[src/sv/id3_pkg.sv]
// Shared types and constants for the ID3v2 text frame extractor.
package id3_pkg;

  // Reset value of the wanted frame id: "TIT2"
  localparam logic [31:0] FRAME_ID_RESET = 32'h5449_5432;

  // Header layout: ten bytes per header, last byte index nine
  localparam logic [3:0]  HDR_LAST_POS  = 4'd9;
  localparam logic [3:0]  HDR_DATA_POS  = 4'd8;
  localparam logic [3:0]  MAGIC_LEN     = 4'd3;
  localparam int unsigned HDR_BYTES     = 10;

  // Text encoding byte codes
  localparam logic [7:0] ENC_LATIN1 = 8'd0;
  localparam logic [7:0] ENC_UTF16  = 8'd1;
  localparam logic [7:0] ENC_UTF8   = 8'd3;

  localparam logic [7:0] ASCII_LIMIT = 8'h80;

  typedef enum logic [2:0] {
    PH_TAG  = 3'd0,
    PH_FHDR = 3'd1,
    PH_SKIP = 3'd2,
    PH_ENC  = 3'd3,
    PH_TEXT = 3'd4
  } phase_e;

  typedef enum logic [2:0] {
    ST_FOUND     = 3'd0,
    ST_NO_TAG    = 3'd1,
    ST_ABSENT    = 3'd2,
    ST_BAD_ENC   = 3'd3,
    ST_TRUNCATED = 3'd4
  } status_e;

  // Sub-state of the text body (also marks end of single-byte text)
  typedef enum logic [1:0] {
    TX_BOM0 = 2'd0,
    TX_SKIP = 2'd1,
    TX_LOW  = 2'd2,
    TX_END  = 2'd3
  } text_e;

  typedef struct packed {
    logic [7:0] data_byte;
    logic       end_of_file;
  } in_t;

  typedef struct packed {
    logic       char_valid;
    logic [7:0] text_char;
    logic       done_res;
    logic [2:0] status;
  } out_t;

  // Result of one parse step
  typedef struct packed {
    logic has;
    out_t item;
  } res_t;

  // Bytes of the "ID3" tag magic
  function automatic logic [7:0] magic_byte(input logic [1:0] idx);
    logic [7:0] r;
    unique case (idx)
      2'd0:    r = 8'h49;
      2'd1:    r = 8'h44;
      default: r = 8'h33;
    endcase
    return r;
  endfunction

endpackage

[src/sv/id3_in_stage.sv]
// Input register stage: holds one transferred byte until the parser takes it.
module id3_in_stage (
  input  logic            clk_i,
  input  logic            rst_ni,
  input  logic            in_valid_i,
  output logic            in_stall_o,
  input  id3_pkg::in_t    in_data_i,
  input  logic            take_i,
  output logic            item_valid_o,
  output id3_pkg::in_t    item_o
);

  logic         valid_q, valid_d;
  id3_pkg::in_t data_q;
  logic         load;

  // Accept whenever the held item leaves this cycle or the stage is empty
  assign in_stall_o = valid_q && !take_i;
  assign load       = in_valid_i && !in_stall_o;

  always_comb begin
    valid_d = valid_q;
    if (load) begin
      valid_d = 1'b1;
    end else if (take_i) begin
      valid_d = 1'b0;
    end
  end

  always_ff @(posedge clk_i or negedge rst_ni) begin
    if (!rst_ni) begin
      valid_q <= 1'b0;
    end else begin
      valid_q <= valid_d;
    end
  end

  // Payload needs no reset
  always_ff @(posedge clk_i) begin
    if (load) begin
      data_q <= in_data_i;
    end
  end

  assign item_valid_o = valid_q;
  assign item_o       = data_q;

endmodule

[src/sv/id3_parse.sv]
// Tag and frame parser: per-byte state update and result generation.
module id3_parse #(
  parameter int unsigned MaxFrameBytes = 1048576
) (
  input  logic          clk_i,
  input  logic          rst_ni,
  input  logic          cfg_we_i,
  input  logic [31:0]   cfg_data_i,
  input  logic          en_i,
  input  id3_pkg::in_t  item_i,
  output id3_pkg::res_t res_o
);

  localparam int unsigned FlW = $clog2(MaxFrameBytes + 1);
  localparam logic [31:0] MaxSize = 32'(MaxFrameBytes);
  localparam logic [27:0] MinTag  = 28'(id3_pkg::HDR_BYTES);
  localparam logic [28:0] HdrLen  = 29'(id3_pkg::HDR_BYTES);

  logic [31:0]       frame_id_q;
  id3_pkg::phase_e   phase_q, phase_d;
  logic [3:0]        bpos_q, bpos_d;
  logic [27:0]       tag_left_q, tag_left_d;
  logic [63:0]       hdr_q, hdr_d;
  logic [FlW-1:0]    frame_left_q, frame_left_d;
  logic              utf16_q, utf16_d;
  id3_pkg::text_e    tx_q, tx_d;
  logic              finished_q, finished_d;

  logic [7:0]        b;
  logic              cv, done;
  logic [7:0]        ch;
  id3_pkg::status_e  st;
  logic [31:0]       fsize;
  logic [31:0]       fid;
  logic [28:0]       used;
  logic [27:0]       tag_after;
  logic [FlW-1:0]    fl_dec;
  logic [27:0]       h_size;

  assign b      = item_i.data_byte;
  assign fsize  = hdr_q[31:0];
  assign fid    = hdr_q[63:32];
  assign fl_dec = (frame_left_q != '0) ? frame_left_q - FlW'(1) : frame_left_q;
  assign used   = HdrLen + {1'b0, fsize[27:0]};
  assign tag_after = ({1'b0, tag_left_q} > used) ? 28'({1'b0, tag_left_q} - used) : '0;
  // Syncsafe size from the last three held bytes and the byte now arriving
  assign h_size = {hdr_q[22:16], hdr_q[14:8], hdr_q[6:0], b[6:0]};

  // Work out next state and the result for the byte at the input register
  always_comb begin
    phase_d      = phase_q;
    bpos_d       = bpos_q;
    tag_left_d   = tag_left_q;
    hdr_d        = hdr_q;
    frame_left_d = frame_left_q;
    utf16_d      = utf16_q;
    tx_d         = tx_q;
    finished_d   = finished_q;
    cv           = 1'b0;
    ch           = '0;
    done         = 1'b0;
    st           = id3_pkg::ST_FOUND;

    if (!finished_q) begin
      unique case (phase_q)
        id3_pkg::PH_TAG: begin
          hdr_d = {hdr_q[55:0], b};
          if (bpos_q < id3_pkg::MAGIC_LEN && b != id3_pkg::magic_byte(bpos_q[1:0])) begin
            done = 1'b1;
            st   = id3_pkg::ST_NO_TAG;
          end else if (bpos_q == id3_pkg::HDR_LAST_POS) begin
            tag_left_d = h_size;
            bpos_d     = '0;
            phase_d    = id3_pkg::PH_FHDR;
            if (h_size < MinTag) begin
              done = 1'b1;
              st   = id3_pkg::ST_ABSENT;
            end
          end else begin
            bpos_d = bpos_q + 4'd1;
          end
        end
        id3_pkg::PH_FHDR: begin
          if (bpos_q < id3_pkg::HDR_DATA_POS) begin
            hdr_d = {hdr_q[55:0], b};
          end
          if (bpos_q == id3_pkg::HDR_LAST_POS) begin
            bpos_d = '0;
            if (fid[31:24] == 8'd0 || fsize > {4'd0, tag_left_q} || fsize > MaxSize) begin
              done = 1'b1;
              st   = id3_pkg::ST_ABSENT;
            end else begin
              tag_left_d   = tag_after;
              frame_left_d = fsize[FlW-1:0];
              if (fid == frame_id_q && fsize > 32'd1) begin
                phase_d = id3_pkg::PH_ENC;
              end else if (fsize != 32'd0) begin
                phase_d = id3_pkg::PH_SKIP;
              end else if (tag_after < MinTag) begin
                done = 1'b1;
                st   = id3_pkg::ST_ABSENT;
              end
            end
          end else begin
            bpos_d = bpos_q + 4'd1;
          end
        end
        id3_pkg::PH_SKIP: begin
          frame_left_d = fl_dec;
          if (fl_dec == '0) begin
            phase_d = id3_pkg::PH_FHDR;
            bpos_d  = '0;
            if (tag_left_q < MinTag) begin
              done = 1'b1;
              st   = id3_pkg::ST_ABSENT;
            end
          end
        end
        id3_pkg::PH_ENC: begin
          if (b == id3_pkg::ENC_LATIN1 || b == id3_pkg::ENC_UTF8) begin
            utf16_d = 1'b0;
            tx_d    = id3_pkg::TX_BOM0;
            phase_d = id3_pkg::PH_TEXT;
          end else if (b == id3_pkg::ENC_UTF16 && frame_left_q >= FlW'(3)) begin
            utf16_d = 1'b1;
            tx_d    = id3_pkg::TX_BOM0;
            phase_d = id3_pkg::PH_TEXT;
          end else begin
            done = 1'b1;
            st   = id3_pkg::ST_BAD_ENC;
          end
          frame_left_d = fl_dec;
        end
        id3_pkg::PH_TEXT: begin
          if (!utf16_q) begin
            if (tx_q != id3_pkg::TX_END) begin
              if (b == 8'd0) begin
                tx_d = id3_pkg::TX_END;
              end else begin
                cv = 1'b1;
                ch = b;
              end
            end
          end else begin
            unique case (tx_q)
              id3_pkg::TX_BOM0: tx_d = id3_pkg::TX_SKIP;
              id3_pkg::TX_SKIP: tx_d = id3_pkg::TX_LOW;
              id3_pkg::TX_LOW: begin
                tx_d = id3_pkg::TX_SKIP;
                if (frame_left_q >= FlW'(2)) begin
                  if (b == 8'd0) begin
                    tx_d = id3_pkg::TX_END;
                  end else if (b < id3_pkg::ASCII_LIMIT) begin
                    cv = 1'b1;
                    ch = b;
                  end
                end
              end
              default: tx_d = tx_q;
            endcase
          end
          frame_left_d = fl_dec;
          if (fl_dec == '0) begin
            done = 1'b1;
            st   = id3_pkg::ST_FOUND;
          end
        end
        default: begin
          phase_d = phase_q;
        end
      endcase
      if (done) begin
        finished_d = 1'b1;
      end
    end

    // Close the file early on its final byte
    if (item_i.end_of_file && !finished_d) begin
      done = 1'b1;
      priority if (phase_d == id3_pkg::PH_TAG) begin
        st = id3_pkg::ST_NO_TAG;
      end else if (phase_d == id3_pkg::PH_ENC || phase_d == id3_pkg::PH_TEXT) begin
        st = id3_pkg::ST_TRUNCATED;
      end else begin
        st = id3_pkg::ST_ABSENT;
      end
    end

    // Drop all file state at end of file
    if (item_i.end_of_file) begin
      phase_d      = id3_pkg::PH_TAG;
      bpos_d       = '0;
      tag_left_d   = '0;
      hdr_d        = '0;
      frame_left_d = '0;
      utf16_d      = 1'b0;
      tx_d         = id3_pkg::TX_BOM0;
      finished_d   = 1'b0;
    end
  end

  always_comb begin
    res_o.has             = cv || done;
    res_o.item.char_valid = cv;
    res_o.item.text_char  = ch;
    res_o.item.done_res   = done;
    res_o.item.status     = done ? st : id3_pkg::ST_FOUND;
  end

  // Hold the wanted frame id
  always_ff @(posedge clk_i or negedge rst_ni) begin
    if (!rst_ni) begin
      frame_id_q <= id3_pkg::FRAME_ID_RESET;
    end else if (cfg_we_i) begin
      frame_id_q <= cfg_data_i;
    end
  end

  // Advance the parse state on each byte taken
  always_ff @(posedge clk_i or negedge rst_ni) begin
    if (!rst_ni) begin
      phase_q      <= id3_pkg::PH_TAG;
      bpos_q       <= '0;
      tag_left_q   <= '0;
      hdr_q        <= '0;
      frame_left_q <= '0;
      utf16_q      <= 1'b0;
      tx_q         <= id3_pkg::TX_BOM0;
      finished_q   <= 1'b0;
    end else if (en_i) begin
      phase_q      <= phase_d;
      bpos_q       <= bpos_d;
      tag_left_q   <= tag_left_d;
      hdr_q        <= hdr_d;
      frame_left_q <= frame_left_d;
      utf16_q      <= utf16_d;
      tx_q         <= tx_d;
      finished_q   <= finished_d;
    end
  end

  a_status_only_with_done: assert property (@(posedge clk_i) disable iff (!rst_ni)
    (en_i && res_o.has && !res_o.item.done_res) |-> res_o.item.status == id3_pkg::ST_FOUND)
    else $error("status set on a result without done");

  a_char_nonzero: assert property (@(posedge clk_i) disable iff (!rst_ni)
    res_o.item.char_valid |-> res_o.item.text_char != 8'd0)
    else $error("zero byte sent as a character");

  a_body_left: assert property (@(posedge clk_i) disable iff (!rst_ni)
    (!finished_q && (phase_q == id3_pkg::PH_ENC || phase_q == id3_pkg::PH_TEXT))
    |-> frame_left_q != '0)
    else $error("wanted frame body active with no bytes left");

  a_hdr_pos: assert property (@(posedge clk_i) disable iff (!rst_ni)
    bpos_q <= id3_pkg::HDR_LAST_POS)
    else $error("header byte counter past last byte");

endmodule

[src/sv/id3_out_stage.sv]
// Output result register with valid/stall handshake.
module id3_out_stage (
  input  logic          clk_i,
  input  logic          rst_ni,
  input  logic          load_i,
  input  id3_pkg::res_t res_i,
  output logic          free_o,
  output logic          out_valid_o,
  input  logic          out_stall_i,
  output id3_pkg::out_t out_data_o
);

  logic          valid_q, valid_d;
  id3_pkg::out_t data_q;

  // Room for a new result when empty or the held one transfers now
  assign free_o = !valid_q || !out_stall_i;

  always_comb begin
    valid_d = valid_q;
    if (load_i) begin
      valid_d = res_i.has;
    end else if (valid_q && !out_stall_i) begin
      valid_d = 1'b0;
    end
  end

  always_ff @(posedge clk_i or negedge rst_ni) begin
    if (!rst_ni) begin
      valid_q <= 1'b0;
    end else begin
      valid_q <= valid_d;
    end
  end

  always_ff @(posedge clk_i) begin
    if (load_i && res_i.has) begin
      data_q <= res_i.item;
    end
  end

  assign out_valid_o = valid_q;
  assign out_data_o  = data_q;

endmodule

[src/sv/id3v2_text_frame_extract.sv]
// Top level: ID3v2 tag walker that extracts the text of one chosen frame.
// Throughput: one byte per cycle while out_stall_i is low; each byte passes the
// input register, one pass of the parser logic, and the result register; bytes
// with no result leave no output.
// Reset (rst_ni low, asynchronous) empties both registers, sets the frame id to
// "TIT2" and returns the parser to the tag header; end_of_file does the same
// for the parser state only.
module id3v2_text_frame_extract #(
  parameter int unsigned MAX_FRAME_BYTES = 1048576
) (
  input  logic          clk_i,
  input  logic          rst_ni,
  input  logic          in_valid_i,
  output logic          in_stall_o,
  input  id3_pkg::in_t  in_data_i,
  output logic          out_valid_o,
  input  logic          out_stall_i,
  output id3_pkg::out_t out_data_o,
  input  logic          cfg_we_i,
  input  logic [31:0]   cfg_data_i
);

  logic          item_valid;
  id3_pkg::in_t  item;
  logic          out_free;
  logic          take;
  id3_pkg::res_t res;

  // Parse the held byte whenever the result register has room
  assign take = item_valid && out_free;

  id3_in_stage u_in (
    .clk_i        (clk_i),
    .rst_ni       (rst_ni),
    .in_valid_i   (in_valid_i),
    .in_stall_o   (in_stall_o),
    .in_data_i    (in_data_i),
    .take_i       (take),
    .item_valid_o (item_valid),
    .item_o       (item)
  );

  id3_parse #(
    .MaxFrameBytes (MAX_FRAME_BYTES)
  ) u_parse (
    .clk_i      (clk_i),
    .rst_ni     (rst_ni),
    .cfg_we_i   (cfg_we_i),
    .cfg_data_i (cfg_data_i),
    .en_i       (take),
    .item_i     (item),
    .res_o      (res)
  );

  id3_out_stage u_out (
    .clk_i       (clk_i),
    .rst_ni      (rst_ni),
    .load_i      (take),
    .res_i       (res),
    .free_o      (out_free),
    .out_valid_o (out_valid_o),
    .out_stall_i (out_stall_i),
    .out_data_o  (out_data_o)
  );

endmodule
[config.mk]
export PLATFORM = sky130hd
export DESIGN_NAME = id3v2_text_frame_extract
export DESIGN_NICKNAME = d
export VERILOG_FILES = /design/src/sv/id3_pkg.sv /design/src/sv/id3_in_stage.sv /design/src/sv/id3_parse.sv /design/src/sv/id3_out_stage.sv /design/src/sv/id3v2_text_frame_extract.sv
export SDC_FILE = /design/constraint.sdc
export NUM_CORES = 1
export LEC_CHECK = 0
export ABC_CLOCK_PERIOD_IN_PS = 4850
export BUFFER_PORTS_ARGS = -buffer_cell sky130_fd_sc_hd__buf_2
export CORE_ASPECT_RATIO = 1.1
export CORE_MARGIN = 3
export CORE_UTILIZATION = 50
export DETAILED_ROUTE_END_ITERATION = 16
export GPL_ROUTABILITY_DRIVEN = 0
export GPL_TIMING_DRIVEN = 1
export HOLD_SLACK_MARGIN = 0.03
export PLACE_DENSITY_LB_ADDON = 0.3
export SYNTH_ARGS = -nofsm -noshare
export SYNTH_HDL_FRONTEND = slang
export SYNTH_SLANG_ARGS = --single-unit
[constraint.sdc]
create_clock -name clk_i -period 4.85 [get_ports clk_i]
set_clock_uncertainty 0.15 [all_clocks]
set_input_delay 0.7275 -clock clk_i [delete_from_list [all_inputs] [get_ports clk_i]]
set_output_delay 0.7275 -clock clk_i [all_outputs]
set_load 0.01 [all_outputs]
# Word-level counts from Yosys, hierarchy flattened
# Index checks and enable logic that the tools add are counted.
[totals]
reg_bits = 180
inputBits = 46
elab_cells = 217
[op_classes]
add_sub_neg = 4
order_cmp = 12
eq_ne = 26
mux = 112
bitwise_logic = 1
reduce_logical = 45
[ops]
columns = ["op", "count"]
rows = [
  ["28-bit 2-to-1 mux", 7],
  ["64-bit 2-to-1 mux", 3],
  ["64-bit one-hot mux with 2 select lines", 1],
  ["21-bit 2-to-1 mux", 5],
  ["28-bit by 4-bit less-than comparator with 1-bit output (second input constant)", 3],
  ["8-bit 2-to-1 mux", 9],
  ["3-bit 2-to-1 mux", 23],
  ["28-bit one-hot mux with 2 select lines", 1],
  ["21-bit by 2-bit >= comparator with 1-bit output (second input constant)", 2],
  ["21-bit one-hot mux with 2 select lines", 1],
  ["1-bit 2-to-1 mux", 37],
  ["32-bit equality test", 1],
  ["32-bit by 1-bit greater-than comparator with 1-bit output (second input constant)", 1],
  ["32-bit by 21-bit greater-than comparator with 1-bit output (second input constant)", 1],
  ["32-bit by 28-bit greater-than comparator with 1-bit output", 1],
  ["32-bit nonzero test", 1],
  ["4-bit by 28-bit adder with 29-bit output (first input constant)", 1],
  ["28-bit by 29-bit greater-than comparator with 1-bit output", 1],
  ["28-bit subtractor", 1],
  ["2-bit 2-to-1 mux", 13],
  ["3-bit one-hot mux with 4 select lines", 2],
  ["21-bit zero test", 1],
  ["21-bit nonzero test", 1],
  ["21-bit by 1-bit subtractor with 21-bit output (second input constant)", 1],
  ["39 further kinds", 82],
]

# Depth between registers and ports, before layout
# Gate-level depths: netlist of the first run.
[depth]
word_depth = 18
mapped_depth = 20

# Hierarchy
# A second synthesis of the first run with hierarchy kept.
[hier_totals]
hier_cells = 1455
hier_area_um2 = 12587.1
[by_module_without_submodules]
columns = ["mod", "instances", "cells_each", "area_each_um2"]
rows = [
  ["id3_parse", 1, 1423, 11817.6],
  ["id3_out_stage", 1, 17, 435.4],
  ["id3_in_stage", 1, 14, 327.8],
  ["id3v2_text_frame_extract", 1, 1, 6.3],
]

# Least setup slack after synthesis of the first run
# Ideal clock, no wire load.
[synth_timing]
path_type = "flip-flop to flip-flop"
start = "register u_parse.hdr_q[8]"
end = "register u_out.data_q, in the netlist u_out.out_data_o[0], enable pin"
setup_time_ns = 0.361
t_arrival_ns = 4.300
t_required_ns = 4.339
slack_ns = 0.040
stages_incl_launch_ff = 20
path_buffers = 2
cell_sequence = "dfrtp_1 > clkbuf_1 > and4_1 > and2_1 > nand3_1 > nor3_1 > nand2_1 > xor2_1 > ha_1 > clkbuf_1 > a21oi_1 > nor2_1 > a211oi_1 > o21ai_0 > or3_1 > a2111oi_0 > and4b_1 > a311oi_2 > nand3b_1 > and2_1"
[synth_via]
elab_chain_cells = 18
word_cells_on_any_way = 31
[synth_lines]
columns = ["element", "line", "rtl"]
rows = [
  ["from (decl)", "id3_parse.sv:23", "logic [63:0] hdr_q, hdr_d;"],
  ["from (signal assigned)", "id3_parse.sv:234", "hdr_q <= hdr_d;"],
  ["4-bit by 28-bit adder with 29-bit output", "id3_parse.sv:44", "assign used = HdrLen + {1'b0, fsize[27:0]};"],
  ["28-bit subtractor / 28-bit by 29-bit greater-than comparator with 1-bit output (equally long branches)", "id3_parse.sv:45", "assign tag_after = ({1'b0, tag_left_q} > used) ? 28'({1'b0, tag_left_q} - used) : '0;"],
  ["28-bit 2-to-1 mux", "id3_parse.sv:45", ""],
  ["28-bit by 4-bit less-than comparator with 1-bit output", "id3_parse.sv:99", "end else if (tag_after < MinTag) begin"],
  ["1-bit 2-to-1 mux", "id3_parse.sv:99", ""],
  ["1-bit 2-to-1 mux", "id3_parse.sv:97", "end else if (fsize != 32'd0) begin"],
  ["1-bit 2-to-1 mux", "id3_parse.sv:95", "if (fid == frame_id_q && fsize > 32'd1) begin"],
  ["1-bit 2-to-1 mux", "id3_parse.sv:89", "if (fid[31:24] == 8'd0 || fsize > {4'd0, tag_left_q} || fsize > MaxSize) begin"],
  ["[2 not listed]", "n/a", ""],
  ["1-bit 2-to-1 mux *", "id3_parse.sv:64", "if (!finished_q) begin"],
  ["1-bit 2-to-1 mux", "id3_parse.sv:172", "if (done) begin"],
  ["1-bit 2-to-1 mux", "id3_parse.sv:64", ""],
  ["1-bit zero test", "id3_parse.sv:178", "if (item_i.end_of_file && !finished_d) begin"],
  ["1-bit logical AND", "id3_parse.sv:178", ""],
  ["1-bit 2-to-1 mux *", "id3_parse.sv:178", ""],
  ["1-bit logical OR *", "id3_parse.sv:203", "res_o.has = cv || done;"],
  ["1-bit logical AND *", "id3_out_stage.sv:37", "if (load_i && res_i.has) begin"],
  ["to (signal assigned)", "id3_out_stage.sv:38", "data_q <= res_i.item;"],
  ["to (decl)", "id3_out_stage.sv:14", "id3_pkg::out_t data_q;"],
]
# Mark *: on every way between the ends. The rest lies on a longest branch, timed or not. The select of a mux whose other input is x is not followed.
# A chain may end at the register's enable or synchronous reset.

# Worst setup path after layout of the first run
[layout_timing]
start = "register u_parse.hdr_q[1]"
end = "register u_out.data_q, in the netlist u_out.out_data_o[7], enable pin"
# Same word-level chain as after synthesis.

==> out/qor.yml, run 1 <==
worst_hold_path:
  hold_class: "in2async"
clocking:
  h-tree-depth: 4
  numCtsBuffers: 17
  cts_root_buf: "clkbuf_16"
  cts_buffer_depth: 2
  postCtsHoldBufs: 0
  clk_pin_slew_ns: 0.08
  clock_latency_ns: 0.44
  tritoncts: "built"
  clkSinkCount: 180
synth:
  synth_ff_type: "dfrtp_1"
  synth_mux_area_share_pct: 3.190
  synthAdderAreaFrac_pct: 7.215
  ys_ff_latch: 180
  synth_nets: 1622
  synth_top_family_by_area: "simple AND/OR/NAND/NOR gates"
  ys_warn_count: 0
  synth-simple-area-share_pct: 21.57
  yosysMostFrequentCell: "nand2_1"
  synth-compound-area-share_pct: 21.26
  syn-cell-area_um2: 12590
  synth_area_leaders: "dfrtp_1 (29%), nand2_1 (7.2%), ha_1 (7.1%)"
  synth_area_per_cell_um2: 8.371
  postSynthCellCount: 1504
  yosysTopAreaCellShare_pct: 29.02
  yosysSeqAreaShare_pct: 36.77
  synth_common_cells: "nand2_1 (243), dfrtp_1 (146), o21ai_0 (141), a21oi_1 (91), nor2_1 (83)"
  yosysTopAreaCell: "dfrtp_1"
  synth_xor_area_share_pct: 5.496
  synth.distinct_cells: 72
  synth_edf_count: 22
  async_flop_share_pct: 87.78
routing:
  remaining_drc_errors: 0
  vias: 11980
  firstDrtPassIters: 6
  wl_per_cell_um: 20.05
  drt_wl_total_mm: 38.33
  ant_nets: 0
  vias_per_cell: 6.265
  drtIter0Drc: 1418
pwr:
  power_leakage_nw: 6.090
  p_per_area_nw_per_um2: 802.2
  max-vdd-ir-drop_mv: 0.4526
  power_mw: 11.54
finish:
  diodes: 0
  nFillCells: 2168
  multiInputGateArea_um2: 7526
  stdcell_area_um2: 14390
  drive_gt1_share_pct: 16.54
  areaGrowthSynthToFinish_pct: 14.26
  register_area_um2: 4629
  finish.utilization_pct: 58.42
  stdcell_count: 1912
  nets: 1707
sta:
  final_hold_viol_count: 0
  hold_slack_ns: 0.2141
  finalSetupTns_ns: 0
  maxSlewViolCount: 0
  setup_ws_ns: 0.2003
  min_period_ns: 4.650
  worst_pin_slew_ns: 1.052
  slew_headroom_pct: 29.86
  max_freq_ghz: 0.2151
  fin_crit_sh_pct: 95.87
  setup_viol: 0
die:
  chipHeight_um: 172.4
  placementRows: 60
  die_area_um2: 27120
  initial_core_util_pct: 51.13
  fp.dieW_um: 157.3
  io_pins: 61
  core_area_um2: 24620
critical_path:
  cp-end-kind: "flip-flop"
  critPathRequiredTime_ns: 4.90
  cp-start-kind: "flip-flop"
  crit_fanout: 7
  slowest_delay_ns: 0.42
  crit_path_top_delay_cell: "a311oi_4"
  cp_num_buf_inv: 2
  cpLargestDelayFamily: "simple AND/OR/NAND/NOR gates"
  worstPathArrival_ns: 4.70
  cp_cell_sequence: "ha_1 -> o21ai_0 -> buf_4 -> nor2_2 -> nand2_1 -> xor2_1 -> ha_1 -> nand2_1 -> buf_4 -> nor2_1 -> nand4_1 -> a211o_1 -> a211oi_2 -> a21oi_1 -> and4b_2 -> a311oi_4 -> nand3b_1 -> and2_4"
  path_class: "reg2reg"
placed_design:
  placed_cell_area_um2: 13660
  io_buffers: 60
  dpl.cell_count: 1877
  place_ws_ns: -0.1654
  dp_hpwl_mm: 28.22
global_routing:
  grt_start_max_net_pins: 129
  grtUsageTotal_pct: 28.24
  antenna_found_initial: 0
  grt_pass1_vias: 11300
  grt_overflow: 0
  grt_pass1_wl_mm: 60.61
run_status:
  outcome: "finished, final reports clean"
run:
  cap_violations: 0
cell families after synthesis:
kind of cell | count (synthesis)
buf+inv | 148
xor+xnor | 79
simple gates | 565
mux | 36
compound gates | 424
fa+ha+maj | 72
flops | 180
cells in the final DEF (no fill, tap or decap), drive strengths merged, types with 34 or more instances in the layout:
cell | Yosys | final
nand4 | 34 | 34
ha | 71 | 71
dfrtp | 146 | 146
nand3 | 34 | 34
buf | 12 | 153
a21oi | 91 | 91
inv | 59 | 66
nor3 | 41 | 41
nor2 | 83 | 83
nand2 | 243 | 243
o31ai | 42 | 42
xnor2 | 49 | 49
o21ai | 142 | 142
cell type report:
type,instances,share of cell area [%]
tap,310,2.696
timing repair buffer,153,6.984
multi-input combinational,1177,52.32
clock buffer,17,2.957
inverter,60,1.566
clock inverter,15,1.296
sequential,180,32.18
sequential cells by signal, indices dropped and copies added (netlist names):
register,flops
u_parse.tx_q,2
u_parse.utf16_q,1
u_parse.hdr_q,64
u_parse.bpos_q,4
u_parse.finished_q,1
u_out.out_valid_o,1
u_parse.frame_id_q,32
u_in.item_o,9
u_out.out_data_o,13
u_in.item_valid_o,1
u_parse.tag_left_q,28
u_parse.frame_left_q,21
u_parse.phase_q,3
path summary, 6_finish.rpt:
path                            slack, ns  cells after the start         startpoint                      end
worst min register to register       0.37                      2  u_parse.hdr_q[31]        u_parse.hdr_q[31]
worst max register to register       0.20                     18   u_parse.hdr_q[1]      u_out.out_data_o[7]
min in group clk_i                   0.31                      1       in_data_i[1]           u_in.item_o[1]
worst min-delay path                 0.21                      1             rst_ni  u_parse.frame_left_q[8]
worst max-delay path                 0.20                     18   u_parse.hdr_q[1]      u_out.out_data_o[7]
max in group asynchronous            3.25                      2             rst_ni   u_parse.frame_id_q[22]
power breakdown:
| part | switching, mW | internal, mW | leakage [nW] |
|---|---|---|---|
| Clock | 0.697 | 0.700 | 0.296 |
| Sequential | 0.412 | 1.86 | 2.29 |
| Combinational | 4.84 | 3.03 | 3.50 |
| Total | 5.95 | 5.59 | 6.09 |
layer usage:
layer  vias to the layer above  GRT usage (%)  wire (um)
met5                         -              0          0
met3                       127          4.681       3258
li1                       5624              -          -
met2                       585          44.10      17280
met4                         0          11.66       1602
met1                      5642          39.15      16190
worst register-to-register path, cell delays in order (launching register included):
cell      delay [ns]
dfrtp_1         0.41
ha_1            0.22
o21ai_0         0.10
buf_4           0.16
nor2_2          0.16
nand2_1         0.09
xor2_1          0.15
ha_1            0.39
nand2_1         0.12
buf_4           0.16
nor2_1          0.12
nand4_1         0.26
a211o_1         0.38
a211oi_2        0.27
a21oi_1         0.11
and4b_2         0.28
a311oi_4        0.43
nand3b_1        0.22
and2_4          0.23
repair_timing:
| item | in CTS | in global routing |
|---|---|---|
| setup buffers | 0 | 2 |
| setup endpoints to repair | 13 | 19 |
| cloned | 0 | 1 |
| pin swaps | 0 | 6 |
| resized for setup | 3 | 24 |
No activity file was read; power rests on OpenSTA's default activity.
==> inputs of run 2 (changes only) <==
--- a/config.mk
+++ b/config.mk
@@ -5,6 +5,7 @@
 export SDC_FILE = /design/constraint.sdc
 export NUM_CORES = 1
 export LEC_CHECK = 0
+export ABC_AREA = 1
 export ABC_CLOCK_PERIOD_IN_PS = 4850
 export BUFFER_PORTS_ARGS = -buffer_cell sky130_fd_sc_hd__buf_2
 export CORE_ASPECT_RATIO = 1.1
==> out/qor.yml, run 2 <==
global_routing:
  grt_pass1_vias: 12350
  grt_start_max_net_pins: 88
  grt_overflow: 0
  antenna_found_initial: 0
  grtUsageTotal_pct: 28.31
  grt_pass1_wl_mm: 64.31
critical_path:
  rr_worst_depth: 34
  cp-end-kind: "flip-flop"
  cp.depth: 34
  crit_fanout: 9
  path_class: "reg2reg"
  slowest_delay_ns: 0.36
  critPathRequiredTime_ns: 4.87
  reg2reg_from: "u_parse.hdr_q[1]"
  cpMostUsedCell: "nand2_1"
  cp-start-kind: "flip-flop"
  crit_path_top_delay_cell: "dfrtp_1"
  worstPathArrival_ns: 4.79
  cp_num_buf_inv: 5
  r2r-end: "u_out.out_data_o[2]"
  cpLargestDelayFamily: "simple AND/OR/NAND/NOR gates"
  r2r_setup_slack_ns: 0.07
finish:
  final_common_cell: "nand2_1"
  final_cell_mix: "nand2_1 (381), inv_1 (254), nand3_1 (173), o21ai_0 (156), dfrtp_1 (146)"
  top_register: "u_parse.hdr_q"
  largest_reg_flops: 64
  areaGrowthSynthToFinish_pct: 15.61
  reg_top3: "u_parse.hdr_q (64), u_parse.frame_id_q (32), u_parse.tag_left_q (28)"
  stdcell_count: 2260
  nets: 2019
  drive_gt1_share_pct: 15.67
  diodes: 0
sta:
  maxSlewViolCount: 0
  final_hold_viol_count: 0
  rsz0062_at_grt: "true"
  setup_viol: 0
  slew_headroom_pct: 51.13
  max_freq_ghz: 0.2094
  fin_crit_sh_pct: 98.47
  min_period_ns: 4.776
  worst_pin_slew_ns: 0.7330
die:
  io_pins: 61
  die_area_um2: 28220
  initial_core_util_pct: 51.31
  fp.dieW_um: 160.4
  chipHeight_um: 175.9
  placementRows: 61
  core_area_um2: 25570
routing:
  firstDrtPassIters: 6
  drt_wl_total_mm: 40.94
  vias_per_cell: 5.826
  drtIter0Drc: 1599
  wl_per_cell_um: 18.11
  remaining_drc_errors: 0
  ant_nets: 0
  vias: 13170
clocking:
  tritoncts: "built"
  clk_pin_slew_ns: 0.09
  clock_latency_ns: 0.45
  postCtsHoldBufs: 0
  cts_buffer_depth: 2
  h-tree-depth: 4
  cts_root_buf: "clkbuf_16"
  clkSinkCount: 180
  numCtsBuffers: 17
synth:
  synth_area_leaders: "dfrtp_1 (28%), nand2_1 (11%), inv_1 (7.4%)"
  async_flop_share_pct: 87.78
  synth.distinct_cells: 54
  ys_warn_count: 0
  yosysSeqAreaShare_pct: 35.29
  yosysTopAreaCell: "dfrtp_1"
  ys_ff_latch: 180
  synth_ff_type: "dfrtp_1"
  synth_area_per_cell_um2: 7.220
  synth_nets: 1935
  postSynthCellCount: 1817
  yosysTopAreaCellShare_pct: 27.85
  syn-cell-area_um2: 13120
  synth_edf_count: 22
  yosysMostFrequentCell: "nand2_1"
  synth_common_cells: "nand2_1 (393), inv_1 (258), nand3_1 (181), o21ai_0 (157), dfrtp_1 (146)"
run:
  cap_violations: 0
placed_design:
  io_buffers: 60
  dp_hpwl_mm: 30.92
  dpl.cell_count: 2215
run_status:
  outcome: "finished, final reports clean"
worst_hold_path:
  hold_class: "in2async"
[run 2: changes by cell type after synthesis, sizes merged, moves of 19 or more]
cell    before  now
and2        21    2
inv         59  271
nand3       34  185
a21oi       91   52
a22oi       19    0
xnor2       49   18
clkbuf      76   34
o21ai      142  171
nand2      243  404
nor2        83  154
o31ai       42    2
[run 2: timing repair]
item | CTS | global route
cloned | 0 | 5
resized for setup | 1 | 79
setup buffers | 0 | 8
endpoints found under the setup margin | 13 | 19
pin swaps | 0 | 20
[run 2: final cells by class]
type,instances,area (um2)
Timing Repair Buffer,123,903.4
Tap cell,346,432.9
Fill cell,2335,10400
Clock inverter,15,197.7
Clock buffer,17,425.4
Multi-Input combinational cell,1306,7550
Sequential cell,180,4629
Inverter,273,1028
[run 2: worst max-delay path by stage]
| stage | startpoint | to | slack, ns |
|---|---|---|---|
| 4_1_cts | u_parse.hdr_q[2] | u_out.out_data_o[6] | 0.01 |
| 6_report | u_parse.hdr_q[1] | u_out.out_data_o[2] | 0.07 |
| 5_1_grt | u_parse.hdr_q[1] | u_out.out_data_o[1] | -0.10 |
| 3_5_place_dp | u_parse.hdr_q[2] | u_out.out_data_o[7] | -0.04 |
| 3_3_place_gp | u_parse.hdr_q[1] | u_out.out_data_o[7] | 0.01 |
| 2_1_floorplan | u_parse.hdr_q[1] | u_out.out_data_o[0] | 0.20 |
[run 2: worst reg2reg max path: cells and delay by family (launching register included)]
| kind | cells | cell delay (ns) |
|---|---|---|
| buf+inv | 5 | 0.62 |
| compound gates | 1 | 0.14 |
| flops | 1 | 0.36 |
| fa+ha+maj | 1 | 0.34 |
| simple gates | 27 | 2.91 |
[run 2: layer usage]
layer  up-vias  GRT usage (%)  share of wire, %
met5         -              0                 0
met4         0          12.08               4.7
met3       151          3.821               8.9
met2       734          47.07                47
met1      6103          37.12                39
li1       6179              -                 -
[run 2: logic make-up after synthesis]
kind of cell / share of synthesized area, %
buffers and inverters: 9.871
adder cells (fa/ha/maj): 6.924
AND/OR/NAND/NOR: 28.98
flip-flops: 35.29
AO/OA/AOI/OAI: 12.75
multiplexers: 1.974
XOR/XNOR: 4.206
[run 2: stage by stage]
stage	setup slack, ns	hold WS [ns]	instance area, um2	TNS [ns]	utilization (%)
2_1_floorplan	0.2037	0.2819	13120	0	-
3_3_place_gp	0.01060	0.3462	14050	0	54.96
3_5_place_dp	-0.03552	0.3422	14050	-0.4537	54.96
4_1_cts	0.009838	0.1593	14680	0	57.42
5_1_grt	-0.1040	0.1878	15170	-1.298	59.32
6_report	0.07404	0.1443	15170	0	59.32
Power of run 2 is not shown: default switching activity piles up to over one toggle a cycle in this logic, so the estimate is an artifact.
==> inputs of run 3 (changes only) <==
==> constraint.sdc (replaced) <==
create_clock -name clk_i -period 4.85 [get_ports clk_i]
set_clock_uncertainty 0.15 [all_clocks]
set_input_delay 0.2425 -clock clk_i [delete_from_list [all_inputs] [get_ports clk_i]]
set_output_delay 0.2425 -clock clk_i [all_outputs]
set_load 0.01 [all_outputs]
==> out/qor.yml, run 3 (synthesized netlist as in run 2, its figures left out) <==
sta:
  max_freq_ghz: 0.2019
  rsz0062_at_grt: "true"
  worst_pin_slew_ns: 0.7164
  hold_slack_ns: 0.2151
  fin_crit_sh_pct: 102.1
  setup_ws_ns: -0.1040
  min_period_ns: 4.954
  finalSetupTns_ns: -1.211
  setup_viol: 13
  maxSlewViolCount: 0
  slew_headroom_pct: 52.24
  final_hold_viol_count: 0
placed_design:
  io_buffers: 60
  dp_hpwl_mm: 31.06
  place_ws_ns: -0.04025
  dpl.cell_count: 2217
finish:
  top_register: "u_parse.hdr_q"
  drive_gt1_share_pct: 14.56
  final_cell_mix: "nand2_1 (382), inv_1 (255), nand3_1 (171), o21ai_0 (156), dfrtp_1 (146)"
  stdcell_count: 2304
  multiInputGateArea_um2: 7442
  final_common_cell: "nand2_1"
  diodes: 0
  areaGrowthSynthToFinish_pct: 18.06
  register_area_um2: 4629
  nets: 2063
  nFillCells: 2277
  largest_reg_flops: 64
  reg_top3: "u_parse.hdr_q (64), u_parse.frame_id_q (32), u_parse.tag_left_q (28)"
routing:
  vias: 13210
  vias_per_cell: 5.732
  firstDrtPassIters: 9
  remaining_drc_errors: 0
  drt_wl_total_mm: 42.07
  wl_per_cell_um: 18.26
  drtIter0Drc: 1545
  ant_nets: 0
run_status:
  violations: "setup timing"
  outcome: "finished with violations"
critical_path:
  cp-start-kind: "flip-flop"
  slowest_delay_ns: 0.36
  crit_path_top_delay_cell: "dfrtp_1"
  cp_num_buf_inv: 5
  worstPathArrival_ns: 4.97
  cpMostUsedCell: "nand2_2"
  path_class: "reg2reg"
  cpLargestDelayFamily: "simple AND/OR/NAND/NOR gates"
  crit_fanout: 6
  cp-end-kind: "flip-flop"
  critPathRequiredTime_ns: 4.87
clocking:
  tritoncts: "built"
  clock_latency_ns: 0.44
  clkSinkCount: 180
  cts_buffer_depth: 2
  numCtsBuffers: 17
  cts_root_buf: "clkbuf_16"
  h-tree-depth: 4
  clk_pin_slew_ns: 0.08
run:
  cap_violations: 0
die:
  initial_core_util_pct: 51.31
  io_pins: 61
  core_area_um2: 25570
  fp.dieW_um: 160.4
  die_area_um2: 28220
  placementRows: 61
  chipHeight_um: 175.9
global_routing:
  grt_start_max_net_pins: 129
  grt_overflow: 0
  antenna_found_initial: 0
  grt_pass1_vias: 12790
  grt_pass1_wl_mm: 66.65
  met3_usage_pct: 3.608
  grt_use_met1_pct: 37.66
  use_met2_pct: 48.85
  grtUsageTotal_pct: 29.29
  busiest_layer: "met2"
worst_hold_path:
  hold_class: "in2reg"
==> run 3: worst min-delay path: cells and delay by family <==
family | cells | cell delay, ns
AO/OA/AOI/OAI | 1 | 0.07
buffers and inverters | 1 | 0.33
AND/OR/NAND/NOR | 1 | 0.15
==> run 3: per-layer routing <==
| layer | vias to the layer above | part of all wire (%) |
|---|---|---|
| li1 | 6267 | - |
| met1 | 6153 | 40 |
| met2 | 644 | 47 |
| met3 | 143 | 7.6 |
| met4 | 0 | 5.5 |
| met5 | - | 0 |
==> run 3: worst paths after layout <==
path	start	end	slack [ns]	cells past startpoint
max in group asynchronous	rst_ni	u_parse.frame_left_q[10]	3.20	3
min in group asynchronous	rst_ni	u_parse.frame_id_q[6]	0.25	2
max	u_parse.hdr_q[2]	u_out.out_data_o[11]	-0.10	33
min reg2reg	u_parse.frame_id_q[22]	u_parse.frame_id_q[22]	0.35	2
min	cfg_we_i	u_parse.frame_id_q[22]	0.22	3
max reg2reg	u_parse.hdr_q[2]	u_out.out_data_o[11]	-0.10	33
==> run 3: through the flow <==
step / cell area (um2) / utilization [%]
6_report: 15490 / 60.58
2_1_floorplan: 13120 / -
4_1_cts: 15130 / 59.16
3_5_place_dp: 14040 / 54.92
3_3_place_gp: 14040 / 54.92
5_1_grt: 15490 / 60.58
==> run 3: final cells by class <==
class	instances	area share [%]
Multi-Input combinational cell	1305	48.05
Clock buffer	17	2.747
Clock inverter	15	1.260
Sequential cell	180	29.89
Tap cell	346	2.795
Timing Repair Buffer	168	8.619
Inverter	273	6.640
==> run 3: timing repair <==
action	in CTS	in global routing
endpoints found under the setup margin	13	19
gates resized for setup	5	58
hold buffers	45	0
pin swaps	0	15
buffers inserted	0	6
gates cloned	0	4
endpoints found under the hold margin	110	0
Power of run 3 is left out for the same reason.
